## config.mk

```make
export PLATFORM = sky130hd
export DESIGN_NAME = jpt_ctrl
export DESIGN_NICKNAME = d
export VERILOG_FILES = /design/src/rtl/jpt_pkg.sv /design/src/rtl/jpt_ctrl.sv
export SDC_FILE = /design/constraint.sdc
export NUM_CORES = 1
export LEC_CHECK = 0
export BUFFER_PORTS_ARGS = -buffer_cell sky130_fd_sc_hd__buf_2
export CORE_AREA = 5 5 42 44
export DETAILED_ROUTE_END_ITERATION = 7
export DIE_AREA = 0 0 47 49
export PLACE_DENSITY = 0.72
export SLEW_MARGIN = 20
export SYNTH_ARGS = -nofsm -noshare
export SYNTH_HDL_FRONTEND = slang
export SYNTH_SLANG_ARGS = --single-unit
```

## constraint.sdc

```tcl
create_clock -name clk -period 1.3 [get_ports clk]
set_clock_uncertainty 0.05 [all_clocks]
set_input_delay 0.065 -clock clk [delete_from_list [all_inputs] [get_ports clk]]
set_output_delay 0.065 -clock clk [all_outputs]
set_load 0.005 [all_outputs]
```

## src/rtl/jpt_pkg.sv

```systemverilog
// shared types, constants and lookup tables of the joint posterior top-n block
package jpt_pkg;

    localparam int HAPS     = 16;
    localparam int UMIS     = 16;
    localparam int KEEP     = 16;
    localparam int SUM_W    = 21;
    localparam int WGT_W    = 17;
    localparam int DIV_NUM_W = 33;
    localparam int DIV_DEN_W = 21;

    localparam logic signed [31:0] NEG_INF  = 32'sh8000_0000;
    localparam logic signed [31:0] POS_MAX  = 32'sh7fff_ffff;
    localparam logic signed [31:0] NEG_MIN1 = 32'sh8000_0001;

    localparam logic [2:0] OP_JOINT     = 3'd0;
    localparam logic [2:0] OP_UMI_PRIOR = 3'd1;
    localparam logic [2:0] OP_HAP_SCORE = 3'd2;
    localparam logic [2:0] OP_UMI_SCORE = 3'd3;
    localparam logic [2:0] OP_COMPUTE   = 3'd4;

    localparam logic [1:0] REG_HAP_COUNT  = 2'd0;
    localparam logic [1:0] REG_UMI_COUNT  = 2'd1;
    localparam logic [1:0] REG_KEEP_COUNT = 2'd2;

    typedef struct packed {
        logic [2:0]         opcode;
        logic [3:0]         hap_index;
        logic [3:0]         umi_index;
        logic signed [31:0] log_value;
    } item_t;

    typedef struct packed {
        logic [3:0]         hap_id;
        logic [3:0]         umi_id;
        logic [3:0]         rank;
        logic [16:0]        weight;
        logic signed [31:0] read_loglik;
        logic               none_finite;
        logic               last;
    } result_t;

    typedef enum logic [3:0] {
        ST_IDLE, ST_SCAN, ST_DRAIN, ST_EXP, ST_NSET,
        ST_NORM, ST_LNDIV, ST_WSTART, ST_WDIV, ST_EMIT
    } state_t;

    typedef struct packed {
        logic load;
        logic scan_init;
        logic scan_issue;
        logic post_init;
        logic exp_step;
        logic norm_load;
        logic norm_shift;
        logic ln_start;
        logic ll_load;
        logic w_start;
        logic w_capture;
        logic emit;
    } cmd_t;

    typedef struct packed {
        logic scan_last;
        logic pipe_busy;
        logic exp_rank_done;
        logic rank_last;
        logic none;
        logic norm_done;
        logic div_done;
        logic fill;
    } stat_t;

    function automatic logic [4:0] clamp_count(logic [4:0] v, logic [4:0] hi);
        logic [4:0] c;
        c = (v == 5'd0) ? 5'd1 : v;
        return (c > hi) ? hi : c;
    endfunction

    function automatic logic [16:0] exp_int(logic [3:0] n);
        logic [16:0] r;
        unique case (n)
            4'd0:    r = 17'd65536;
            4'd1:    r = 17'd24109;
            4'd2:    r = 17'd8869;
            4'd3:    r = 17'd3263;
            4'd4:    r = 17'd1200;
            4'd5:    r = 17'd442;
            4'd6:    r = 17'd162;
            4'd7:    r = 17'd60;
            4'd8:    r = 17'd22;
            4'd9:    r = 17'd8;
            4'd10:   r = 17'd3;
            4'd11:   r = 17'd1;
            default: r = 17'd0;
        endcase
        return r;
    endfunction

    function automatic logic [16:0] exp_a(logic [3:0] n);
        logic [16:0] r;
        unique case (n)
            4'd0:  r = 17'd65536;
            4'd1:  r = 17'd61565;
            4'd2:  r = 17'd57835;
            4'd3:  r = 17'd54331;
            4'd4:  r = 17'd51039;
            4'd5:  r = 17'd47947;
            4'd6:  r = 17'd45042;
            4'd7:  r = 17'd42313;
            4'd8:  r = 17'd39750;
            4'd9:  r = 17'd37341;
            4'd10: r = 17'd35079;
            4'd11: r = 17'd32953;
            4'd12: r = 17'd30957;
            4'd13: r = 17'd29081;
            4'd14: r = 17'd27319;
            4'd15: r = 17'd25664;
        endcase
        return r;
    endfunction

    function automatic logic [16:0] exp_b(logic [3:0] n);
        logic [16:0] r;
        unique case (n)
            4'd0:  r = 17'd65536;
            4'd1:  r = 17'd65280;
            4'd2:  r = 17'd65026;
            4'd3:  r = 17'd64772;
            4'd4:  r = 17'd64520;
            4'd5:  r = 17'd64268;
            4'd6:  r = 17'd64018;
            4'd7:  r = 17'd63768;
            4'd8:  r = 17'd63520;
            4'd9:  r = 17'd63272;
            4'd10: r = 17'd63025;
            4'd11: r = 17'd62781;
            4'd12: r = 17'd62535;
            4'd13: r = 17'd62291;
            4'd14: r = 17'd62048;
            4'd15: r = 17'd61806;
        endcase
        return r;
    endfunction

    function automatic logic [15:0] ln_tab(logic [3:0] n);
        logic [15:0] r;
        unique case (n)
            4'd0:  r = 16'd0;
            4'd1:  r = 16'd3973;
            4'd2:  r = 16'd7719;
            4'd3:  r = 16'd11262;
            4'd4:  r = 16'd14624;
            4'd5:  r = 16'd17821;
            4'd6:  r = 16'd20870;
            4'd7:  r = 16'd23783;
            4'd8:  r = 16'd26573;
            4'd9:  r = 16'd29248;
            4'd10: r = 16'd31818;
            4'd11: r = 16'd34292;
            4'd12: r = 16'd36675;
            4'd13: r = 16'd38975;
            4'd14: r = 16'd41196;
            4'd15: r = 16'd43345;
        endcase
        return r;
    endfunction

endpackage

```

## src/rtl/jpt_ctrl.sv

```systemverilog
// sequencing state machine for load, scan, drain, exp, normalize, log, weight and emit phases
module jpt_ctrl (
    input  logic            clk,
    input  logic            rst_n,
    input  logic            start,
    input  logic [2:0]      opcode,
    input  jpt_pkg::stat_t  stat,
    output jpt_pkg::cmd_t   cmd,
    output logic            busy
);

    jpt_pkg::state_t state_reg, state_next;

    always_ff @(posedge clk or negedge rst_n)
    begin
        if (!rst_n)
            state_reg <= jpt_pkg::ST_IDLE;
        else
            state_reg <= state_next;
    end

    always_comb
    begin
        state_next = state_reg;
        unique case (state_reg)
            jpt_pkg::ST_IDLE:
                if (start && opcode == jpt_pkg::OP_COMPUTE)
                    state_next = jpt_pkg::ST_SCAN;
            jpt_pkg::ST_SCAN:
                if (stat.scan_last)
                    state_next = jpt_pkg::ST_DRAIN;
            jpt_pkg::ST_DRAIN:
                if (!stat.pipe_busy)
                    state_next = jpt_pkg::ST_EXP;
            jpt_pkg::ST_EXP:
                if (stat.exp_rank_done && stat.rank_last)
                    state_next = jpt_pkg::ST_NSET;
            jpt_pkg::ST_NSET:
                state_next = stat.none ? jpt_pkg::ST_WSTART : jpt_pkg::ST_NORM;
            jpt_pkg::ST_NORM:
                if (stat.norm_done)
                    state_next = jpt_pkg::ST_LNDIV;
            jpt_pkg::ST_LNDIV:
                if (stat.div_done)
                    state_next = jpt_pkg::ST_WSTART;
            jpt_pkg::ST_WSTART:
                state_next = stat.fill ? jpt_pkg::ST_WDIV : jpt_pkg::ST_EMIT;
            jpt_pkg::ST_WDIV:
                if (stat.div_done)
                    state_next = jpt_pkg::ST_EMIT;
            jpt_pkg::ST_EMIT:
                state_next = stat.rank_last ? jpt_pkg::ST_IDLE : jpt_pkg::ST_WSTART;
            default:
                state_next = jpt_pkg::ST_IDLE;
        endcase
    end

    always_comb
    begin
        cmd = '0;
        unique case (state_reg)
            jpt_pkg::ST_IDLE:
            begin
                cmd.load      = start && opcode < jpt_pkg::OP_COMPUTE;
                cmd.scan_init = start && opcode == jpt_pkg::OP_COMPUTE;
            end
            jpt_pkg::ST_SCAN:   cmd.scan_issue = 1'b1;
            jpt_pkg::ST_DRAIN:  cmd.post_init  = !stat.pipe_busy;
            jpt_pkg::ST_EXP:    cmd.exp_step   = 1'b1;
            jpt_pkg::ST_NSET:   cmd.norm_load  = 1'b1;
            jpt_pkg::ST_NORM:
            begin
                cmd.norm_shift = !stat.norm_done;
                cmd.ln_start   = stat.norm_done;
            end
            jpt_pkg::ST_LNDIV:  cmd.ll_load   = stat.div_done;
            jpt_pkg::ST_WSTART: cmd.w_start   = stat.fill;
            jpt_pkg::ST_WDIV:   cmd.w_capture = stat.div_done;
            jpt_pkg::ST_EMIT:   cmd.emit      = 1'b1;
            default: ;
        endcase
    end

    assign busy = (state_reg != jpt_pkg::ST_IDLE);

endmodule

```

==> impl_metrics.py <==
metrics = {
    "synthesis": {
        "synth-main-ff-cell": "dfrtp_1",
        "synth-compound-area-share": 0.210,
        "synth_cells": 62,
        "yosysWarnings": 0,
        "synth_top_family_by_area": "simple AND/OR/NAND/NOR gates",
        "yosysUniqueCellTypes": 30,
        "synth_edf_count": 0,
        "yosysTopAreaCell": "dfrtp_1",
        "syn_nets": 76,
        "yosys.area.top_type_share": 0.219,
        "synth-simple-area-share": 0.434,
        "synthAdderAreaFrac": 0,
        "yosysMostFrequentCell": "nor2_1",
        "syn_area_per_cell_um2": 7.39,
        "syn_area_um2": 458,
        "synthXorXnorAreaFrac": 0,
        "synth.area.mux_share": 0.0492,
        "seq_area_frac_synth": 0.219,
        "synth_seq_cells": 4,
        "synthTopCellsByCount": "nor2_1, inv_1, nor3_1",
        "synthArstFlopShare": 1.00,
        "synthTopCellsByArea": "dfrtp_1, nor3b_1, nor3_1",
    },
    "cts": {
        "clock_path_buffers": 2,
        "clock_latency_ns": 0.25,
        "clockRootBuffer": "clkbuf_4",
        "clkSinkCount": 4,
        "cts_tree": "built",
        "clk_pin_slew_ns": 0.04,
        "numCtsBuffers": 3,
        "htreeDepth": 1,
    },
    "pwr": {
        "p_per_area_nw_per_um2": 2480,
        "power_frac_comb": 0.813,
        "switchingPower_mw": 1.03,
        "power.share.switching": 0.407,
        "seq_power_share": 0.121,
        "intPower_mw": 1.50,
        "clockPowerShare": 0.066,
        "peakVddDrop_mv": 1.69,
        "p_leak_nw": 0.512,
    },
    "cells_and_area": {
        "drive_gt1_frac": 0.681,
        "final_nets": 132,
        "largest_register_ffs": 4,
        "final_core_util": 0.728,
        "n_antenna_cell": 0,
        "fin_area_um2": 1020,
        "syn2layout_area_growth_pct": 123,
    },
    "timing": {
        "fin_crit_ns": 1.61,
        "setup_slack_ns": -0.314,
        "max_clock_freq_ghz": 0.620,
        "finalMaxSlewViolations": 0,
        "hold_viol_final": 0,
        "tightest_slew_ns": 0.273,
        "setup_viol": 17,
        "rsz0062_at_grt": "true",
        "finalCritPeriodShare": 1.24,
        "slew_headroom": 0.816,
    },
    "global_routing": {
        "grt_max_degree": 11,
        "grt_pass1_vias": 660,
        "grt_use_total": 0.161,
        "grt_overflow": 0,
        "grt_antenna_before_repair": 0,
        "grt_pass1_wl_mm": 2.73,
    },
    "detailed_routing": {
        "drt_wl_total_mm": 1.94,
        "drtIter0Drc": 4,
        "ant_nets": 0,
        "drcViolationCount": 0,
        "viasPerCell": 5.20,
        "firstDrtPassIters": 2,
        "vias": 687,
        "post_drt_wl_per_cell_um": 14.7,
    },
    "setup_path": {
        "path_max_fanout": 8,
        "critPathBufInv": 0,
        "critPathTopFamily": "simple AND/OR/NAND/NOR gates",
        "endpoint_kind": "flip-flop",
        "path_class": "reg2reg",
        "critPathSlowestCell": "dfrtp_2",
        "cpPeakStageDelay_ns": 0.45,
        "worstPathRequired_ns": 1.38,
        "crit_chain": "and4bb_1 -> a32oi_2 -> nand4b_1 -> mux2_4",
        "arrival_ns": 1.69,
        "crit_path_start_kind": "flip-flop",
    },
    "floorplan": {
        "io_pins": 27,
        "die_w_um": 47,
        "die-area_um2": 2300,
        "start_util": 0.327,
        "core_area_um2": 1400,
        "rows": 14,
        "die_h_um": 49,
    },
    "placed_design": {
        "gp_congestion": 0.834,
        "io_buffers": 26,
        "dpl_cell_area_um2": 724,
        "dpl.hpwl_mm": 1.25,
    },
    "outcome": {
        "status": "finished, violations left",
        "failed_checks": "negative setup slack",
    },
    "min_path": {
        "hp-class": "in2async",
    },
    "job": {
        "maxCapViolations": 0,
    },
}
## worst register-to-register path, stage by stage (launching register included)
cell	delay (ns)
dfrtp_2	0.45
and4bb_1	0.23
a32oi_2	0.16
nand4b_1	0.24
mux2_4	0.36
## logic make-up (layout without fill, tap and decap cells)
| logic type | after synthesis | count (layout) |
|---|---|---|
| compound gates | 15 | 15 |
| buf+inv | 9 | 63 |
| flops | 4 | 4 |
| mux | 2 | 2 |
| simple gates | 32 | 32 |
## cells in the final DEF, fill, tap and decap left out, types with 3 or more instances in the layout
| master | n |
|---|---|
| nor3_2 | 4 |
| buf_6 | 14 |
| o21ai_0 | 3 |
| dfrtp_2 | 4 |
| inv_1 | 4 |
| buf_4 | 15 |
| nor2_1 | 5 |
| clkbuf_4 | 3 |
| nor3b_1 | 3 |
| buf_2 | 24 |
## per-stage QoR
| step | std cells | worst slack [ns] | TNS [ns] | hold WS (ns) | power, mW |
|---|---|---|---|---|---|
| floorplan | 62 | -0.155 | -0.310 | -0.281 | 0.964 |
| global placement | 117 | -0.201 | -0.460 | -0.178 | 1.47 |
| detailed placement | 117 | -0.269 | -0.632 | -0.175 | 1.51 |
| CTS | 128 | -0.249 | -1.65 | 0.115 | 2.10 |
| global route | 132 | -0.363 | -3.35 | 0.128 | 2.69 |
| finish | 132 | -0.314 | -2.34 | 0.104 | 2.53 |
## layout make-up
cell class / count / area, µm²
flip-flops and latches: 4 / 105
clock buffers: 3 / 22.5
repair buffers: 55 / 420
well taps: 16 / 20.0
inverters: 5 / 31.3
fillers: 100 / 382
multi-input cells: 49 / 420
## layer usage
layer  vias to the layer above  share of wire  global-route usage
met4                         0          0.040              0.0829
met5                         -              0                   0
met3                         8          0.060              0.0148
met1                       313           0.37               0.169
li1                        341              -                   -
met2                        25           0.53               0.294
## timing repair
item                                   4_1_cts  5_1_grt
resized for setup                           26       15
setup endpoints to repair                   15       17
setup buffers                                8        6
pin swaps                                    5        7
hold buffers                                 1        0
gates cloned                                 0        0
endpoints found under the hold margin        4        0
## worst paths after layout
kind	start	to	slack (ns)	cells after the start
worst max-delay path	state_reg[1]	state_reg[1]	-0.31	4
worst min-delay path	rst_n	state_reg[0]	0.10	2
worst max register to register	state_reg[1]	state_reg[1]	-0.31	4
worst min register to register	state_reg[3]	state_reg[2]	0.79	3
max in group asynchronous	rst_n	state_reg[3]	0.96	2
min in group clk	stat[2]	state_reg[2]	0.21	4
## power by group through the flow
stage	registers (mW)	clock network, mW	logic [mW]
global route	0.316	0.184	2.19
global placement	0.271	0	1.20
CTS	0.300	0.159	1.64
detailed placement	0.277	0	1.24
finish	0.307	0.167	2.06
floorplan	0.255	0	0.708
No activity file was read; power rests on OpenSTA's default activity.
